===== config.mk =====
export PLATFORM = sky130hd
export DESIGN_NAME = prescaled_reload_timer_flat
export DESIGN_NICKNAME = d
export VERILOG_FILES = /design/src/hw/rtl/prt_pkg.sv /design/src/hw/rtl/prt_if.sv /design/src/hw/rtl/prt_regs.sv /design/src/hw/rtl/prescaled_reload_timer.sv /design/src/flat_wrapper.sv
export VERILOG_INCLUDE_DIRS = /design/src /design/src/hw/rtl
export SDC_FILE = /design/constraint.sdc
export NUM_CORES = 1
export LEC_CHECK = 0
export ABC_AREA = 1
export ABC_CLOCK_PERIOD_IN_PS = 1800
export BUFFER_PORTS_ARGS = -buffer_cell sky130_fd_sc_hd__buf_2
export CAP_MARGIN = 20
export CORE_ASPECT_RATIO = 1.2
export CORE_UTILIZATION = 52
export CTS_CLUSTER_SIZE = 25
export DETAILED_ROUTE_END_ITERATION = 8
export PLACE_DENSITY = 0.73
export SYNTH_ARGS = -nofsm -noshare
export SYNTH_HDL_FRONTEND = slang
export SYNTH_HIERARCHICAL = 1
export SYNTH_SLANG_ARGS = --single-unit

===== constraint.sdc =====
create_clock -name clk -period 1.8 [get_ports clk]
set_input_delay 0.18 -clock clk [delete_from_list [all_inputs] [get_ports clk]]
set_output_delay 0.18 -clock clk [all_outputs]
set_load 0.05 [all_outputs]

===== src/hw/rtl/assert_macros.svh =====
// assertion macros for the rtl, included by prescaled_reload_timer.sv
`ifndef ASSERT_MACROS_SVH
`define ASSERT_MACROS_SVH

// same-cycle implication, checked out of reset
`define PRT_ASSERT_IMP(label, clk, rst_n, ante, cons) \
    label: assert property (@(posedge clk) disable iff (!rst_n) (ante) |-> (cons)) \
        else $error("implication check failed");

// next-cycle implication, checked out of reset
`define PRT_ASSERT_NXT(label, clk, rst_n, ante, cons) \
    label: assert property (@(posedge clk) disable iff (!rst_n) (ante) |=> (cons)) \
        else $error("next-cycle check failed");

`endif


===== src/hw/rtl/prt_pkg.sv =====
// types and codes for the prescaled reload timer
package prt_pkg;

    localparam int DATA_W = 16;

    localparam logic [1:0] CMD_TICK  = 2'd0;
    localparam logic [1:0] CMD_READ  = 2'd1;
    localparam logic [1:0] CMD_WRITE = 2'd2;

    localparam logic [2:0] REG_CTRL    = 3'd0;
    localparam logic [2:0] REG_IRQ_EN  = 3'd1;
    localparam logic [2:0] REG_STATUS  = 3'd2;
    localparam logic [2:0] REG_EVENT   = 3'd3;
    localparam logic [2:0] REG_COUNTER = 3'd4;
    localparam logic [2:0] REG_PRESC   = 3'd5;
    localparam logic [2:0] REG_RELOAD  = 3'd6;

    // control register bit positions
    localparam int CTRL_EN_BIT  = 0;
    localparam int CTRL_URS_BIT = 2;
    localparam int CTRL_OPM_BIT = 3;

    typedef struct packed {
        logic [1:0]        cmd;
        logic [2:0]        reg_index;
        logic [DATA_W-1:0] write_data;
    } item_t;

    typedef struct packed {
        logic [DATA_W-1:0] read_data;
        logic              irq;
    } result_t;

endpackage


===== src/hw/rtl/prt_if.sv =====
// valid/ready channels for request and response transactions
interface prt_req_if;
    import prt_pkg::*;
    logic              valid;
    logic              ready;
    logic [1:0]        cmd;
    logic [2:0]        reg_index;
    logic [DATA_W-1:0] write_data;

    modport source (output valid, cmd, reg_index, write_data, input ready);
    modport sink (input valid, cmd, reg_index, write_data, output ready);
endinterface

interface prt_rsp_if;
    import prt_pkg::*;
    logic              valid;
    logic              ready;
    logic [DATA_W-1:0] read_data;
    logic              irq;

    modport source (output valid, read_data, irq, input ready);
    modport sink (input valid, read_data, irq, output ready);
endinterface


===== src/hw/rtl/prt_regs.sv =====
// timer state, register file and per-transaction update
module prt_regs
    import prt_pkg::*;
#(
    parameter int COUNT_WIDTH = 16
)
(
    input  logic    clk,
    input  logic    rst_n,
    input  logic    accept,
    input  item_t   item,
    output result_t result
);

    localparam int CW = COUNT_WIDTH;

    logic          run_en_reg, run_en_next;
    logic          urs_reg, urs_next;
    logic          opm_reg, opm_next;
    logic          irq_en_reg, irq_en_next;
    logic          flag_reg, flag_next;
    logic [CW-1:0] count_reg, count_next;
    logic [CW-1:0] presc_wr_reg, presc_wr_next;
    logic [CW-1:0] presc_act_reg, presc_act_next;
    logic [CW-1:0] presc_cnt_reg, presc_cnt_next;
    logic [CW-1:0] reload_reg, reload_next;

    logic [CW-1:0]     wval;
    logic [DATA_W-1:0] rdata;

    assign wval = CW'(item.write_data);

    always_comb
    begin
        run_en_next    = run_en_reg;
        urs_next       = urs_reg;
        opm_next       = opm_reg;
        irq_en_next    = irq_en_reg;
        flag_next      = flag_reg;
        count_next     = count_reg;
        presc_wr_next  = presc_wr_reg;
        presc_act_next = presc_act_reg;
        presc_cnt_next = presc_cnt_reg;
        reload_next    = reload_reg;
        rdata          = '0;

        unique case (item.cmd)
            CMD_TICK:
            begin
                if (run_en_reg)
                begin
                    if (presc_cnt_reg != presc_act_reg)
                    begin
                        presc_cnt_next = presc_cnt_reg + 1'b1;
                    end
                    else
                    begin
                        presc_cnt_next = '0;
                        if (count_reg == reload_reg)
                        begin
                            // update event: wrap, load the buffered prescaler, set the flag, stop in one-pulse mode
                            count_next     = '0;
                            presc_act_next = presc_wr_reg;
                            flag_next      = 1'b1;
                            if (opm_reg)
                            begin
                                run_en_next = 1'b0;
                            end
                        end
                        else
                        begin
                            count_next = count_reg + 1'b1;
                        end
                    end
                end
            end
            CMD_READ:
            begin
                unique case (item.reg_index)
                    REG_CTRL:
                    begin
                        rdata[CTRL_EN_BIT]  = run_en_reg;
                        rdata[CTRL_URS_BIT] = urs_reg;
                        rdata[CTRL_OPM_BIT] = opm_reg;
                    end
                    REG_IRQ_EN:  rdata[0] = irq_en_reg;
                    REG_STATUS:  rdata[0] = flag_reg;
                    REG_COUNTER: rdata = DATA_W'(count_reg);
                    REG_PRESC:   rdata = DATA_W'(presc_wr_reg);
                    REG_RELOAD:  rdata = DATA_W'(reload_reg);
                    default:     rdata = '0;
                endcase
            end
            CMD_WRITE:
            begin
                unique case (item.reg_index)
                    REG_CTRL:
                    begin
                        run_en_next = item.write_data[CTRL_EN_BIT];
                        urs_next    = item.write_data[CTRL_URS_BIT];
                        opm_next    = item.write_data[CTRL_OPM_BIT];
                    end
                    REG_IRQ_EN: irq_en_next = item.write_data[0];
                    REG_STATUS:
                    begin
                        // write zero to clear, one leaves the flag alone
                        if (!item.write_data[0])
                        begin
                            flag_next = 1'b0;
                        end
                    end
                    REG_EVENT:
                    begin
                        if (item.write_data[0])
                        begin
                            count_next     = '0;
                            presc_cnt_next = '0;
                            presc_act_next = presc_wr_reg;
                            if (!urs_reg)
                            begin
                                flag_next = 1'b1;
                            end
                        end
                    end
                    REG_COUNTER: count_next    = wval;
                    REG_PRESC:   presc_wr_next = wval;
                    REG_RELOAD:  reload_next   = wval;
                    default:     ;
                endcase
            end
            default: ;
        endcase
    end

    assign result.read_data = rdata;
    assign result.irq       = flag_next & irq_en_next;

    always_ff @(posedge clk or negedge rst_n)
    begin
        if (!rst_n)
        begin
            run_en_reg    <= 1'b0;
            urs_reg       <= 1'b0;
            opm_reg       <= 1'b0;
            irq_en_reg    <= 1'b0;
            flag_reg      <= 1'b0;
            count_reg     <= '0;
            presc_wr_reg  <= '0;
            presc_act_reg <= '0;
            presc_cnt_reg <= '0;
            reload_reg    <= '1;
        end
        else if (accept)
        begin
            run_en_reg    <= run_en_next;
            urs_reg       <= urs_next;
            opm_reg       <= opm_next;
            irq_en_reg    <= irq_en_next;
            flag_reg      <= flag_next;
            count_reg     <= count_next;
            presc_wr_reg  <= presc_wr_next;
            presc_act_reg <= presc_act_next;
            presc_cnt_reg <= presc_cnt_next;
            reload_reg    <= reload_next;
        end
    end

endmodule


===== src/hw/rtl/prescaled_reload_timer.sv =====
// responses are registered in out_reg, or in skid_reg while the output stalls
// one transaction per cycle while req.ready is high; timer state updates on accept
// a two-entry output buffer keeps req.ready high for one stalled response
// reset: rst_n clears all timer state, reload to all ones, output buffer empty
`include "assert_macros.svh"

module prescaled_reload_timer
    import prt_pkg::*;
#(
    parameter int COUNT_WIDTH = 16
)
(
    input logic        clk,
    input logic        rst_n,
    prt_req_if.sink    req,
    prt_rsp_if.source  rsp
);

    item_t   item;
    result_t result;
    logic    req_accept;
    logic    out_take;

    logic    out_valid_reg, out_valid_next;
    logic    skid_valid_reg, skid_valid_next;
    result_t out_reg, out_next;
    result_t skid_reg, skid_next;

    assign item.cmd        = req.cmd;
    assign item.reg_index  = req.reg_index;
    assign item.write_data = req.write_data;

    assign req.ready  = !skid_valid_reg;
    assign req_accept = req.valid && req.ready;
    assign out_take   = out_valid_reg && rsp.ready;

    prt_regs #(
        .COUNT_WIDTH (COUNT_WIDTH)
    ) u_regs (
        .clk    (clk),
        .rst_n  (rst_n),
        .accept (req_accept),
        .item   (item),
        .result (result)
    );

    always_comb
    begin
        out_valid_next  = out_valid_reg;
        skid_valid_next = skid_valid_reg;
        out_next        = out_reg;
        skid_next       = skid_reg;
        if (!out_valid_reg || out_take)
        begin
            if (skid_valid_reg)
            begin
                out_next        = skid_reg;
                out_valid_next  = 1'b1;
                skid_valid_next = 1'b0;
            end
            else
            begin
                out_next       = result;
                out_valid_next = req_accept;
            end
        end
        else if (req_accept)
        begin
            // output stalled, park the new response
            skid_next       = result;
            skid_valid_next = 1'b1;
        end
    end

    always_ff @(posedge clk or negedge rst_n)
    begin
        if (!rst_n)
        begin
            out_valid_reg  <= 1'b0;
            skid_valid_reg <= 1'b0;
        end
        else
        begin
            out_valid_reg  <= out_valid_next;
            skid_valid_reg <= skid_valid_next;
        end
    end

    always_ff @(posedge clk)
    begin
        out_reg  <= out_next;
        skid_reg <= skid_next;
    end

    assign rsp.valid     = out_valid_reg;
    assign rsp.read_data = out_reg.read_data;
    assign rsp.irq       = out_reg.irq;

    `PRT_ASSERT_IMP(a_skid_behind_out, clk, rst_n, skid_valid_reg, out_valid_reg)
    `PRT_ASSERT_NXT(a_fill_empty_out, clk, rst_n, req_accept && !out_valid_reg, out_valid_reg && !skid_valid_reg)
    `PRT_ASSERT_NXT(a_park_on_stall, clk, rst_n, req_accept && out_valid_reg && !rsp.ready, skid_valid_reg && out_valid_reg)

endmodule


===== src/flat_wrapper.sv =====
// flat-port wrapper written by rule: the top's interface ports become plain ports
module prescaled_reload_timer_flat import prt_pkg::*;
#(
    parameter int COUNT_WIDTH = 16
)
  (clk, rst_n, req_valid, req_cmd, req_reg_index, req_write_data, req_ready, rsp_valid, rsp_read_data, rsp_irq, rsp_ready);
  prt_req_if req_i ();
  prt_rsp_if rsp_i ();
  input logic clk;
  input logic rst_n;
  input wire logic [$bits(req_i.valid)-1:0] req_valid;
  input wire logic [$bits(req_i.cmd)-1:0] req_cmd;
  input wire logic [$bits(req_i.reg_index)-1:0] req_reg_index;
  input wire logic [$bits(req_i.write_data)-1:0] req_write_data;
  output wire logic [$bits(req_i.ready)-1:0] req_ready;
  output wire logic [$bits(rsp_i.valid)-1:0] rsp_valid;
  output wire logic [$bits(rsp_i.read_data)-1:0] rsp_read_data;
  output wire logic [$bits(rsp_i.irq)-1:0] rsp_irq;
  input wire logic [$bits(rsp_i.ready)-1:0] rsp_ready;
  assign req_i.valid = req_valid;
  assign req_i.cmd = req_cmd;
  assign req_i.reg_index = req_reg_index;
  assign req_i.write_data = req_write_data;
  assign req_ready = req_i.ready;
  assign rsp_valid = rsp_i.valid;
  assign rsp_read_data = rsp_i.read_data;
  assign rsp_irq = rsp_i.irq;
  assign rsp_i.ready = rsp_ready;
  prescaled_reload_timer #(.COUNT_WIDTH(COUNT_WIDTH)) u_core (.clk(clk), .rst_n(rst_n), .req(req_i), .rsp(rsp_i));
endmodule

# After elaboration in Yosys (flattened, before gate mapping)
# Cells that the tools add are included.
# Widths: inputs -> output; s select.
classes:
  multipliers: 0
  n_div: 0
  shifts: 0
  order_cmp: 0
  eq_ne: 18
  addsub: 2
  n_bitwise: 2
  n_reduce_logical: 17
  muxes: 41
ops:
  columns: ["op", "count"]
  rows:
  - ["$mux 16", 13]
  - ["$pmux 16 s2", 4]
  - ["$pmux 12 s3", 1]
  - ["$add 16x1->16 const B", 2]
  - ["$mux 17", 1]
  - ["$eq 16x16->1", 1]
  - ["$mux 1", 16]
  - ["$ne 16x16->1", 1]
  - ["$reduce_and 3->1", 4]
  - ["$ne 2x2->1 const B", 5]
  - ["$eq 3x3->1 const B", 3]
  - ["$pmux 2 s4", 1]
  - ["$reduce_and 7->1", 1]
  - ["$eq 3x2->1 const B", 2]
  - ["$pmux 1 s2", 3]
  - ["$pmux 1 s6", 1]
  - ["$reduce_and 6->1", 1]
  - ["$reduce_and 5->1", 1]
  - ["$reduce_bool 2->1", 2]
  - ["$eq 3x1->1 const B", 1]
  - ["$logic_not 3->1", 1]
  - ["$ne 3x2->1 const B", 1]
  - ["$ne 3x3->1 const B", 1]
  - ["$pmux 1 s3", 1]
  - ["10 further kinds", 12]
totals:
  ramBits: 0
  rom_bits: 0
  latchBits: 0
  elab_cells: 96
  inputBits: 25
  memories: 0
  register_bits: 121
  output_inout_bits: 19

# Logic depth before layout (Yosys ltp)
logic_depth:
  ltp_word: 7
  depth_mapped: 15
  ltp_nobuf: 14

# Hierarchy
# Netlist, hierarchy kept.
modules_own_cells:
  columns: ["mod", "seq_area_each_um2", "area_each_um2", "cells_per_inst", "instances"]
  rows:
  - ["prt_regs", 2147.1, 5283.8, 735, 1]
  - ["prescaled_reload_timer", 1071.0, 1345.0, 99, 1]

# Least setup slack after synthesis
# Ideal clock, no wire load.
synth_timing:
  path_type: "flip-flop to flip-flop"
  from: "register u_core.out_valid_reg, in the netlist u_core/rsp.valid"
  to: "register u_core/skid_reg[0] in the netlist's numbering, enable pin"
  path_buffers: 0
  path_stages_with_launch: 3
  synth_period_minus_slack_ns: 2.373
  setup_slack_ns: -0.573
  required_time_ns: 1.409
  arrival_ns: 1.983
  setup_time_ns: 0.391
  cell_sequence: "dfrtp_1 -> nand2_1 -> nor2_1"
synth_via:
  elab_chain_len: 4
  elab_cells_between_ends: 5
  classes_between: "1 x bitwise; 4 x reduce/logical"
synth_lines:
  columns: ["item", "line_no", "text"]
  rows:
  - ["from (decl)", "prescaled_reload_timer.sv:24", "logic out_valid_reg, out_valid_next;"]
  - ["from (signal assigned)", "prescaled_reload_timer.sv:84", "out_valid_reg <= out_valid_next;"]
  - ["$logic_not 1->1 / $logic_and 1x1->1 (equally long branches)", "prescaled_reload_timer.sv:53, prescaled_reload_timer.sv:35", null]
  - ["$logic_or 1x1->1 (*)", "prescaled_reload_timer.sv:53", "if (!out_valid_reg || out_take)"]
  - ["$not 1->1 (no line) (*)", null, null]
  - ["$reduce_and 2->1 (no line) (*)", null, null]
  - ["to (signal assigned)", "prescaled_reload_timer.sv:92", "skid_reg <= skid_next;"]
  - ["to (decl)", "prescaled_reload_timer.sv:27", "result_t skid_reg, skid_next;"]
# Every way passes the cells marked *; elsewhere a longest branch is shown, timed or not.
# A chain may end at the register's enable or synchronous reset.

# Worst setup path in the final report
layout_timing:
  from: "register u_core.skid_valid_reg"
  to: "register u_core.u_regs.presc_cnt_reg[11]"
layout_via:
  elab_chain_len: 3
layout_lines:
  columns: ["item", "line_no", "text"]
  rows:
  - ["from (decl)", "prescaled_reload_timer.sv:25", "logic skid_valid_reg, skid_valid_next;"]
  - ["from (signal assigned)", "prescaled_reload_timer.sv:85", "skid_valid_reg <= skid_valid_next;"]
  - ["$logic_not 1->1", "prescaled_reload_timer.sv:33", "assign req.ready = !skid_valid_reg;"]
  - ["$logic_and 1x1->1", "prescaled_reload_timer.sv:34", "assign req_accept = req.valid && req.ready;"]
  - ["net u_core.req_accept", "prescaled_reload_timer.sv:21", "logic req_accept;"]
  - ["$reduce_and 5->1 (no line)", null, null]
  - ["to (signal assigned)", "prt_regs.sv:163", "presc_cnt_reg <= presc_cnt_next;"]
  - ["to (decl)", "prt_regs.sv:25", "logic [CW-1:0] presc_cnt_reg, presc_cnt_next;"]
# The timed path passes the listed nets, and every way through them passes these cells.

==> flow_metrics.env <==
export IMPL_clockBufferDepth=2
export IMPL_ir_worst_vdd_mv=0.708
export IMPL_viasPerCell=5.35
export IMPL_p_per_area_nw_per_um2=1140
export IMPL_synth_nets=861
export IMPL_yosysUniqueCellTypes=41
export IMPL_utilization_pct=66.9
export IMPL_finalNonFillerCells=1114
export IMPL_cp_end_kind="flip-flop"
export IMPL_grt_overflow_total=0
export IMPL_dp_hpwl_um=12500
export IMPL_grt_max_degree=43
export IMPL_slew_violations=0
export IMPL_worstMarginPinSlew_ns=0.517
export IMPL_violations="setup timing"
export IMPL_cts_tree="done"
export IMPL_grt_use_total_pct=28.3
export IMPL_vias=5962
export IMPL_grt_pass1_wl_um=28400
export IMPL_dr_pass1_iters=5
export IMPL_fillers=1029
export IMPL_setup_worst_path_class="flip-flop to flip-flop"
export IMPL_relSlewSlack_pct=65.4
export IMPL_drive_gt1_share_pct=26.4
export IMPL_outcome="complete, but fails checks"
export IMPL_busiest_layer="met2"
export IMPL_worst_setup_path_start_kind="flip-flop"
export IMPL_rsz0062_at_grt="true"
export IMPL_min_period_ns=1.81
export IMPL_io_pins=44
export IMPL_htree_levels=4
export IMPL_drt_iter0_markers=482
export IMPL_synthToLayoutAreaGrowth_pct=23.9
export IMPL_max_cap_viol_count=0
export IMPL_place_ws_ns=-0.0727
export IMPL_die_area_um2=13200
export IMPL_finalSetupViolCount=1
export IMPL_arrival_ns=2.16
export IMPL_io_buffers=43
export IMPL_design_area_um2=8210
export IMPL_p_int_mw=6.35
export IMPL_ant_nets=0
export IMPL_wl_um=18000
export IMPL_synth_area_um2=6630
export IMPL_clk_pin_slew_worst_paths_ns=0.05
export IMPL_comb_power_share_pct=26.4
export IMPL_fin_crit_sh_pct=101
export IMPL_wl_per_cell_um=16.2
export IMPL_clock_fmax_mhz=552
export IMPL_p_leak_nw=3.94
export IMPL_synth_enable_flop_cells=34
export IMPL_ys_flop_type="dfrtp_1"
export IMPL_insertion_delay_ns=0.42
export IMPL_dp_cells=1065
export IMPL_synth_area_per_cell_um2=7.95
export IMPL_met2_usage_pct=45.1
export IMPL_whs_ns=0.0122
export IMPL_syn_inst=834
export IMPL_place_area_um2=7320
export IMPL_fp_coreArea_um2=12300
export IMPL_sw_frac_of_total_pct=32.4
export IMPL_antenna_found_initial=0
export IMPL_seq_power_share_pct=40.1
export IMPL_die_height_um=126
export IMPL_ys_seq_area_share_pct=48.5
export IMPL_synth_warnings=6
export IMPL_grt_util_met1_pct=35.5
export IMPL_hold_viol_final=0
export IMPL_clock_sinks=121
export IMPL_clockPowerShare_pct=33.5
export IMPL_start_util_pct=54.0
export IMPL_required_ns=2.15
export IMPL_synth_seq_cells=121
export IMPL_hold_class="input pin to flip-flop"
export IMPL_nets=967
export IMPL_fp_dieW_um=105
export IMPL_gp_congestion=0.970
export IMPL_num_rows=44
export IMPL_fin_skew_ns=0.00865
export IMPL_worstPathMaxFanout=7
export IMPL_first_global_vias=5709
export IMPL_cts_root_buf="clkbuf_16"
export IMPL_timing_final_ws_setup_ns=-0.0115
export IMPL_largest_reg_flops=17
export IMPL_n_antenna_cell=0
export IMPL_switchingPower_mw=3.05
export IMPL_numCtsBuffers=17
export IMPL_grt_use_met3_pct=6.37
export IMPL_synthArstFlopShare_pct=71.9
export IMPL_drc=0
[cells in the final DEF (no fill, tap or decap), types with 17 or more instances in the layout]
master,instances
nand2_1,280
nand2_2,28
clkbuf_16,17
o21ai_0,38
dfrtp_1,68
buf_4,60
inv_2,19
inv_1,85
o22ai_1,17
buf_2,42
xnor2_1,21
edfxtp_1,34
nand3_1,28
nor2_1,45
[power by group through the flow]
stage                     logic (mW)  registers [mW]  clock network, mW
after global placement          2.19            3.77                  0
after detailed placement        2.23            3.78                  0
after global routing            2.75            3.82               3.30
after CTS                       2.34            3.74               3.19
after floorplan                 1.48            3.81                  0
final                           2.48            3.77               3.15
[cells in the mapped netlist (7+ instances only)]
master / instances / area (µm²)
o21ai_2: 11 / 96.3
o21ai_1: 13 / 65.1
edfxtp_1: 34 / 1020
inv_1: 90 / 338
buf_2: 7 / 35.0
clkbuf_1: 10 / 37.5
o22ai_1: 17 / 106
o221ai_1: 8 / 70.1
dfrtp_1: 71 / 1780
nor3_1: 10 / 50.1
xor2_1: 16 / 140
inv_2: 16 / 60.1
nand3_1: 30 / 150
nor2_2: 7 / 43.8
dfstp_2: 16 / 420
nand2_2: 10 / 62.6
nand2_1: 300 / 1130
xnor2_1: 23 / 201
nor2_1: 54 / 203
a21oi_1: 11 / 55.1
o21ai_0: 42 / 210
[layout make-up]
class	instances	area, µm²	area share (%)
flip-flops and latches	121	3220	39.2
multi-input cells	579	3020	36.8
repair buffers	112	797	9.71
clock buffers	28	497	6.05
inverters	109	429	5.23
well taps	161	201	2.45
clock inverters	4	45.0	0.549
[worst paths after layout]
path	start	to	slack (ns)	cells past startpoint
worst min register to register	u_core/u_regs/presc_wr_reg[10]	u_core/u_regs/presc_wr_reg[10]	0.48	2
worst max-delay path	u_core/skid_valid_reg	u_core/u_regs/presc_cnt_reg[11]	-0.01	13
max in group asynchronous	rst_n	u_core/u_regs/reload_reg[15]	0.90	3
min in group asynchronous	rst_n	u_core/u_regs/presc_cnt_reg[6]	0.24	2
worst max register to register	u_core/skid_valid_reg	u_core/u_regs/presc_cnt_reg[11]	-0.01	13
worst min-delay path	req_write_data[11]	u_core/u_regs/reload_reg[11]	0.01	3
[cells by family after synthesis]
| family | after synthesis | synth area share (%) |
|---|---|---|
| flip-flops | 121 | 48.5 |
| buffers and inverters | 135 | 8.76 |
| AND/OR/NAND/NOR | 427 | 27.1 |
| adder cells (fa/ha/maj) | 2 | 0.377 |
| XOR/XNOR | 39 | 5.15 |
| AO/OA/AOI/OAI | 110 | 10.0 |
[metrics by stage]
stage | power [mW] | TNS, ns
2_1_floorplan | 5.29 | 0
3_3_place_gp | 5.97 | -0.240
6_report | 9.39 | -0.0115
3_5_place_dp | 6.00 | -0.928
5_1_grt | 9.87 | -0.422
4_1_cts | 9.27 | -0.00802
[critical path, cell delays in order, from the launching register on]
cell	delay [ns]
dfrtp_2	0.44
inv_8	0.07
nand2_4	0.05
inv_4	0.06
nand2_4	0.06
nor2_4	0.11
nand2_2	0.07
nor2_4	0.14
clkinv_4	0.10
nor3_4	0.22
nand2_1	0.09
nor2_2	0.13
nand2_1	0.08
a21oi_2	0.13
[repair_timing]
item / CTS / global route
buffers inserted: 7 / 8
resized for setup: 17 / 55
endpoints found under the hold margin: 27 / 0
cloned: 0 / 1
pin swaps: 8 / 30
hold buffers: 2 / 0
setup endpoints to repair: 26 / 48
[per-layer routing]
layer	up-vias	part of all wire, %
li1	2861	-
met1	2821	41
met2	226	48
met3	54	5.9
met4	0	4.9
met5	-	0
Power figures use the tool's default switching activity.
